<file path="src/rtl/sde_pkg.sv">
`timescale 1ns / 1ps
// ----------------------------------------------------------------------------
// sde_pkg
// shared types and codes of the synthetic division evaluator
// ----------------------------------------------------------------------------
package sde_pkg;

  localparam int unsigned DataW = 32;
  localparam int unsigned IdxW  = 4;

  // command codes
  localparam logic CMD_LOAD = 1'b0;
  localparam logic CMD_EVAL = 1'b1;

  // configuration register index (byte address bit 2)
  localparam logic REG_DEGREE = 1'b0;

  typedef struct packed {
    logic                    cmd;
    logic [IdxW-1:0]         coef_index;
    logic signed [DataW-1:0] coef_value;
    logic signed [DataW-1:0] point_value;
  } in_item_t;

  typedef struct packed {
    logic [IdxW-1:0]         power_index;
    logic signed [DataW-1:0] product_term;
    logic signed [DataW-1:0] running_value;
    logic                    last;
  } out_item_t;

endpackage

</file>
<file path="src/rtl/synthetic_division_evaluator_unit.sv">
`timescale 1ns / 1ps
// ----------------------------------------------------------------------------
// synthetic_division_evaluator_unit
// polynomial evaluation by ruffini's rule over a coefficient ram
// ----------------------------------------------------------------------------
//
//  port group | direction | handshake            | payload
//  -----------+-----------+----------------------+---------------------------
//  in         | in        | in_valid_i/in_stall_o | in_item_t (load/evaluate)
//  out        | out       | out_valid_o/out_stall_i | out_item_t (one row)
//  apb        | in        | psel/penable/pready  | degree register at 0x0
//
//  a load transaction writes the ram directly
//  an evaluate transaction first issues the ram read of the top power, then
//  yields one row per cycle while the output does not stall, set by the
//  single ram read port and the one multiply-add feeding the next row
//  input is stalled while an evaluation runs; output stalls freeze the walk
//  reset clears control state and degree; the ram has no reset, every power
//  up to degree must be loaded before an evaluate
//
module synthetic_division_evaluator_unit
  import sde_pkg::*;
#(
  parameter int unsigned MAX_TERMS = 16
) (
  input  logic        clk_i,
  input  logic        rst_ni,
  // item input
  input  logic        in_valid_i,
  output logic        in_stall_o,
  input  in_item_t    in_data_i,
  // row output
  output logic        out_valid_o,
  input  logic        out_stall_i,
  output out_item_t   out_data_o,
  // configuration
  input  logic        psel,
  input  logic        penable,
  input  logic        pwrite,
  input  logic [2:0]  paddr,
  input  logic [31:0] pwdata,
  output logic [31:0] prdata,
  output logic        pready
);

  localparam int unsigned AddrW  = $clog2(MAX_TERMS);
  // highest power the ram holds, limited to what the index field can name
  localparam int unsigned TopCap = (MAX_TERMS - 1 > 15) ? 15 : MAX_TERMS - 1;

  logic [IdxW-1:0]  degree;
  logic [IdxW-1:0]  top;
  logic             in_accept;
  logic             load_we;
  logic             start;
  logic             busy;
  logic             ram_re;
  logic [AddrW-1:0] ram_raddr;
  logic [DataW-1:0] ram_rdata;
  logic             row_valid;
  out_item_t        row;
  logic             out_ready;
  logic             out_valid_d, out_valid_q;
  out_item_t        out_data_d, out_data_q;

  sde_apb_regs u_regs (
    .clk_i    (clk_i),
    .rst_ni   (rst_ni),
    .psel     (psel),
    .penable  (penable),
    .pwrite   (pwrite),
    .paddr    (paddr),
    .pwdata   (pwdata),
    .prdata   (prdata),
    .pready   (pready),
    .degree_o (degree)
  );

  // degree saturates at the top of the store
  assign top = (degree > IdxW'(TopCap)) ? IdxW'(TopCap) : degree;

  // one transaction at a time: input waits while a walk runs
  assign in_stall_o = busy;
  assign in_accept  = in_valid_i & ~busy;
  assign start      = in_accept & (in_data_i.cmd == CMD_EVAL);
  // loads beyond the store are dropped
  assign load_we    = in_accept & (in_data_i.cmd == CMD_LOAD)
                    & (32'(in_data_i.coef_index) < MAX_TERMS);

  sde_ram #(
    .WIDTH (DataW),
    .DEPTH (MAX_TERMS)
  ) u_coef_ram (
    .clk_i   (clk_i),
    .we_i    (load_we),
    .waddr_i (AddrW'(in_data_i.coef_index)),
    .wdata_i (in_data_i.coef_value),
    .re_i    (ram_re),
    .raddr_i (ram_raddr),
    .rdata_o (ram_rdata)
  );

  sde_horner_seq #(
    .MAX_TERMS (MAX_TERMS)
  ) u_seq (
    .clk_i       (clk_i),
    .rst_ni      (rst_ni),
    .start_i     (start),
    .top_i       (top),
    .point_i     (in_data_i.point_value),
    .out_ready_i (out_ready),
    .coef_i      (ram_rdata),
    .ram_re_o    (ram_re),
    .ram_raddr_o (ram_raddr),
    .busy_o      (busy),
    .row_valid_o (row_valid),
    .row_o       (row)
  );

  // output register: takes a new row when empty or when its row leaves
  assign out_ready = ~out_valid_q | ~out_stall_i;

  always_comb begin
    out_valid_d = out_valid_q;
    out_data_d  = out_data_q;
    if (out_ready) begin
      out_valid_d = row_valid;
      if (row_valid) begin
        out_data_d = row;
      end
    end
  end

  always_ff @(posedge clk_i or negedge rst_ni) begin
    if (!rst_ni) begin
      out_valid_q <= 1'b0;
    end else begin
      out_valid_q <= out_valid_d;
    end
  end

  always_ff @(posedge clk_i) begin
    out_data_q <= out_data_d;
  end

  assign out_valid_o = out_valid_q;
  assign out_data_o  = out_data_q;

endmodule

</file>
<file path="src/rtl/sde_ram.sv">
`timescale 1ns / 1ps
// ----------------------------------------------------------------------------
// sde_ram
// generic single-write, single-read ram with registered read data
// ----------------------------------------------------------------------------
module sde_ram #(
  parameter int unsigned WIDTH = 32,
  parameter int unsigned DEPTH = 16
) (
  input  logic                     clk_i,
  input  logic                     we_i,
  input  logic [$clog2(DEPTH)-1:0] waddr_i,
  input  logic [WIDTH-1:0]         wdata_i,
  input  logic                     re_i,
  input  logic [$clog2(DEPTH)-1:0] raddr_i,
  output logic [WIDTH-1:0]         rdata_o
);

  logic [WIDTH-1:0] mem_q [DEPTH];
  logic [WIDTH-1:0] rdata_q;

  always_ff @(posedge clk_i) begin
    if (we_i) begin
      mem_q[waddr_i] <= wdata_i;
    end
    if (re_i) begin
      rdata_q <= mem_q[raddr_i];
    end
  end

  assign rdata_o = rdata_q;

endmodule

</file>
<file path="src/rtl/sde_apb_regs.sv">
`timescale 1ns / 1ps
// ----------------------------------------------------------------------------
// sde_apb_regs
// apb register file holding the polynomial degree
// ----------------------------------------------------------------------------
module sde_apb_regs
  import sde_pkg::*;
(
  input  logic            clk_i,
  input  logic            rst_ni,
  input  logic            psel,
  input  logic            penable,
  input  logic            pwrite,
  input  logic [2:0]      paddr,
  input  logic [31:0]     pwdata,
  output logic [31:0]     prdata,
  output logic            pready,
  output logic [IdxW-1:0] degree_o
);

  logic [IdxW-1:0] degree_d, degree_q;
  logic            wr_en;

  assign pready = 1'b1;
  assign wr_en  = psel & penable & pwrite;

  always_comb begin
    degree_d = degree_q;
    if (wr_en && paddr[2] == REG_DEGREE) begin
      degree_d = pwdata[IdxW-1:0];
    end
  end

  always_ff @(posedge clk_i or negedge rst_ni) begin
    if (!rst_ni) begin
      degree_q <= '0;
    end else begin
      degree_q <= degree_d;
    end
  end

  assign prdata   = (paddr[2] == REG_DEGREE) ? {{(32-IdxW){1'b0}}, degree_q} : '0;
  assign degree_o = degree_q;

endmodule

</file>
<file path="src/rtl/sde_horner_seq.sv">
`timescale 1ns / 1ps
// ----------------------------------------------------------------------------
// sde_horner_seq
// walks the coefficient ram from the top power down, one multiply-add a row
// ----------------------------------------------------------------------------
module sde_horner_seq
  import sde_pkg::*;
#(
  parameter int unsigned MAX_TERMS = 16
) (
  input  logic                         clk_i,
  input  logic                         rst_ni,
  input  logic                         start_i,
  input  logic [IdxW-1:0]              top_i,
  input  logic [DataW-1:0]             point_i,
  input  logic                         out_ready_i,
  input  logic [DataW-1:0]             coef_i,
  output logic                         ram_re_o,
  output logic [$clog2(MAX_TERMS)-1:0] ram_raddr_o,
  output logic                         busy_o,
  output logic                         row_valid_o,
  output out_item_t                    row_o
);

  localparam int unsigned AddrW = $clog2(MAX_TERMS);

  typedef enum logic [1:0] {
    ST_IDLE = 2'b01,
    ST_RUN  = 2'b10
  } state_e;

  state_e           state_d, state_q;
  logic [IdxW-1:0]  pow_d, pow_q;
  logic             first_d, first_q;
  logic [DataW-1:0] point_d, point_q;
  logic [DataW-1:0] prev_d, prev_q;
  logic [DataW-1:0] prod_w;
  logic [DataW-1:0] term_w;
  logic             fire;

  // low word of the product, wraps like the arithmetic it models
  assign prod_w = DataW'(point_q * prev_q);
  assign term_w = first_q ? '0 : prod_w;

  always_comb begin
    row_o.power_index   = pow_q;
    row_o.product_term  = term_w;
    row_o.running_value = coef_i + term_w;
    row_o.last          = (pow_q == '0);
  end

  assign row_valid_o = (state_q == ST_RUN);
  assign fire        = row_valid_o & out_ready_i;
  assign busy_o      = (state_q != ST_IDLE);

  // next read is issued only as the current row leaves, so ram data holds on stall
  assign ram_re_o    = start_i | (fire & ~row_o.last);
  assign ram_raddr_o = start_i ? AddrW'(top_i) : AddrW'(pow_q - 1'b1);

  always_comb begin
    state_d = state_q;
    pow_d   = pow_q;
    first_d = first_q;
    point_d = point_q;
    prev_d  = prev_q;
    unique case (state_q)
      ST_IDLE: begin
        if (start_i) begin
          state_d = ST_RUN;
          pow_d   = top_i;
          first_d = 1'b1;
          point_d = point_i;
        end
      end
      ST_RUN: begin
        if (fire) begin
          prev_d  = row_o.running_value;
          first_d = 1'b0;
          pow_d   = pow_q - 1'b1;
          if (row_o.last) begin
            state_d = ST_IDLE;
          end
        end
      end
      default: begin
        state_d = ST_IDLE;
      end
    endcase
  end

  always_ff @(posedge clk_i or negedge rst_ni) begin
    if (!rst_ni) begin
      state_q <= ST_IDLE;
      first_q <= 1'b0;
      pow_q   <= '0;
    end else begin
      state_q <= state_d;
      first_q <= first_d;
      pow_q   <= pow_d;
    end
  end

  always_ff @(posedge clk_i) begin
    point_q <= point_d;
    prev_q  <= prev_d;
  end

endmodule

</file>
<file path="config.mk">
export PLATFORM = sky130hd
export DESIGN_NAME = synthetic_division_evaluator_unit
export DESIGN_NICKNAME = d
export VERILOG_FILES = /design/src/rtl/sde_pkg.sv /design/src/rtl/synthetic_division_evaluator_unit.sv /design/src/rtl/sde_ram.sv /design/src/rtl/sde_apb_regs.sv /design/src/rtl/sde_horner_seq.sv
export SDC_FILE = /design/constraint.sdc
export NUM_CORES = 2
export LEC_CHECK = 0
export BUFFER_PORTS_ARGS = -buffer_cell sky130_fd_sc_hd__buf_2
export CORE_MARGIN = 1
export CORE_UTILIZATION = 55
export CTS_CLUSTER_SIZE = 40
export DETAILED_ROUTE_END_ITERATION = 7
export PLACE_DENSITY = 0.81
export SLEW_MARGIN = 20
export SYNTH_ARGS = -nofsm -noshare
export SYNTH_HDL_FRONTEND = slang
export SYNTH_HIERARCHICAL = 1
export SYNTH_SLANG_ARGS = --single-unit
</file>
<file path="constraint.sdc">
create_clock -name clk_i -period 10.5 [get_ports clk_i]
set_input_delay 2.1 -clock clk_i [delete_from_list [all_inputs] [get_ports clk_i]]
set_output_delay 2.1 -clock clk_i [all_outputs]
set_load 0.01 [all_outputs]
</file>
==> flow_summary.toml <==
[global_route]
grt_overflow_total = 0
grt_max_degree = 86
grt_use_total_pct = 27.91
grt_pass1_wl_mm = 160.9
grt_pass1_vias = 26750
antenna_found_initial = 6

[place]
dp.cells = 4138
place.gp.congestion = 0.9258
port_buffers = 155
place_hpwl_mm = 68.54
dpl_worst_slack_ns = 1.058

[setup_path]
max_stage_delay_ns = 1.06
r2r_start = "u_seq/prev_q[5]"
crit_family = "adder cells"
cpMostUsedCell = "fa_1"
endpoint = "out_data_o[31]"
start_kind = "flip-flop"
r2r_slack_ns = 0.80
worstSetupEndpointType = "flip-flop"
cp.depth = 30
slowest_stage = "edfxtp_1"
path_max_fanout = 27
cp.required_ns = 10.85
reg2reg_depth = 30
critical_path.startpoint = "u_seq/prev_q[5]"
worstSetupPathType = "flip-flop to flip-flop"
arrival_ns = 10.05
path_buf_inv = 2
reg2reg_to = "out_data_o[31]"

[cts]
clock_sinks = 689
cts.hold.buffers_added = 0
cts_made_buffers = 70
clockBufferDepth = 3
cts_tree = "built"
cts_repair_resize_count = 0
cts_root_buf = "clkbuf_16"
post_cts_buffers = 0
path_clk_slew_ns = 0.06
h-tree-depth = 3
clk_latency_ns = 0.63

[sta]
finalCritPeriodShare_pct = 92.41
fmax_mhz = 103.1
setup_tns_ns = 0
period_minus_slack_ns = 9.703
hold_viol_final = 0
rsz0062_at_grt = "false"
worst_slack_ns = 0.7965
setup_viol = 0
tightest_slew_ns = 1.110
maxSlewViolCount = 0
fin_skew_ns = 0.03901
relSlewSlack_pct = 25.99

[die]
die_area_um2 = 78300
rows = 101
die_y_um = 279.8
die_w_um = 279.8
initial_core_util_pct = 55.71
coreArea_um2 = 76200
io_pins = 215

[layout]
fillers = 5552
final_cell_mix = "edfxtp_1, inv_1, fa_1"
register_area_um2 = 20630
multiInputGateArea_um2 = 19780
drive_above_1_share_pct = 14.70
nNetsFinal = 3857
final_common_cell = "edfxtp_1"
area_delta_synth_final_pct = 10.00
fin_cells = 4269

[flow_run]
maxCapViolations = 0

[outcome]
status = "finished clean"

[routing]
wl_per_cell_um = 24.61
vias = 25110
dr.first_iter.drc_count = 2683
ant_nets = 0
viasPerCell = 5.881
drc = 0
wirelength_mm = 105.0
drt_first_pass_iters = 6

[logic_synthesis]
synth_area_leader_cell = "edfxtp_1"
synth.distinct_cells = 68
synth-edff-count = 677
ys_seq_area_share_pct = 48.60
yosys_warnings = 6
synth_ff_type = "edfxtp_1"
synth_cells = 3041
syn_area_um2 = 42450
synthArstFlopShare_pct = 1.742
ys_top_cells_by_area = "edfxtp_1, fa_1, mux4_2, and2_1, ha_1"
avgSynthCellArea_um2 = 13.96
ys_seq_elements = 689
synth_top_area_share_pct = 47.89

[hold_path]
min-delay-path-class = "flip-flop to flip-flop"
holdCritStartpoint = "u_seq/pow_q[1]"
[registers in the layout, indices dropped and copies added, names as in the netlist]
name / flops
u_coef_ram/rdata_o: 32
u_seq/state_q: 2
out_data_o: 69
u_coef_ram/mem_q: 512
u_seq/prev_q: 32
u_seq/pow_q: 4
u_regs/degree_o: 4
out_valid_o: 1
u_seq/point_q: 32
u_seq/first_q: 1
[synth_stat cells (9+ instances only)]
cell      number
a211oi_1      12
a21o_1        28
a21oi_1       40
a22oi_1       66
and2_1       344
and3_1         9
buf_1          9
buf_4         40
clkbuf_1     104
dfrtp_1       11
edfxtp_1     677
fa_1         409
ha_1         155
inv_1        411
mux4_2       128
nand2_1      249
nand2b_1      13
nand3_1        9
nor2_1        66
nor2b_1       15
nor3_1        14
o21a_1        11
o21ai_0       33
o21bai_1       9
xnor2_1       78
xor2_1        26
[logic make-up (layout without fill, tap and decap cells)]
group                      after synthesis  in the layout  synth area share (%)
DFF                                    689            689                 48.60
AOI/OAI and AO/OA                      230            230                 3.717
buffers and inverters                  571            741                 5.453
adders and majority gates              564            564                 23.86
muxes                                  132            132                 6.897
other                                    2             30               0.01769
and+or+nand+nor                        748            748                 9.261
xor gates and xnor gates               105            105                 2.199
[cell type report]
cell class	instances	share of cell area, %
clock inverters	42	0.9994
multi-input cells	1808	42.37
clock buffers	86	3.880
repair buffers	202	2.503
flip-flops and latches	689	44.18
diodes	1	0.005359
well taps	1030	2.760
inverters	411	3.304
[through the flow]
| step | hold WS, ns | cell area [um^2] | utilization [%] |
|---|---|---|---|
| 4_1_cts | 0.4900 | 46650 | 61.22 |
| 3_5_place_dp | 0.4741 | 44370 | 58.23 |
| 5_1_grt | 0.5075 | 46700 | 61.28 |
| 6_report | 0.4923 | 46700 | 61.28 |
| 2_1_floorplan | 0.4480 | 42550 | - |
| 3_3_place_gp | 0.4665 | 44370 | 58.23 |
[worst min path at each step]
stage / cells after the start / slack (ns) / to
after CTS: 0 / 0.49 / out_data_o[66]
final: 0 / 0.49 / out_data_o[66]
after global routing: 0 / 0.51 / out_data_o[66]
after global placement: 0 / 0.47 / out_data_o[66]
after floorplan: 0 / 0.45 / out_data_o[66]
after detailed placement: 0 / 0.47 / out_data_o[66]
[layer usage]
layer / track usage [%] / up-vias / part of all wire [%]
li1: - / 10540 / -
met1: 36.44 / 12820 / 37
met2: 45.30 / 1488 / 49
met3: 6.756 / 257 / 11
met4: 11.06 / 4 / 3.7
met5: 0 / - / 0.026
Power is not shown: default switching activity piles up to over one toggle a cycle in this logic, so the estimate is an artifact.
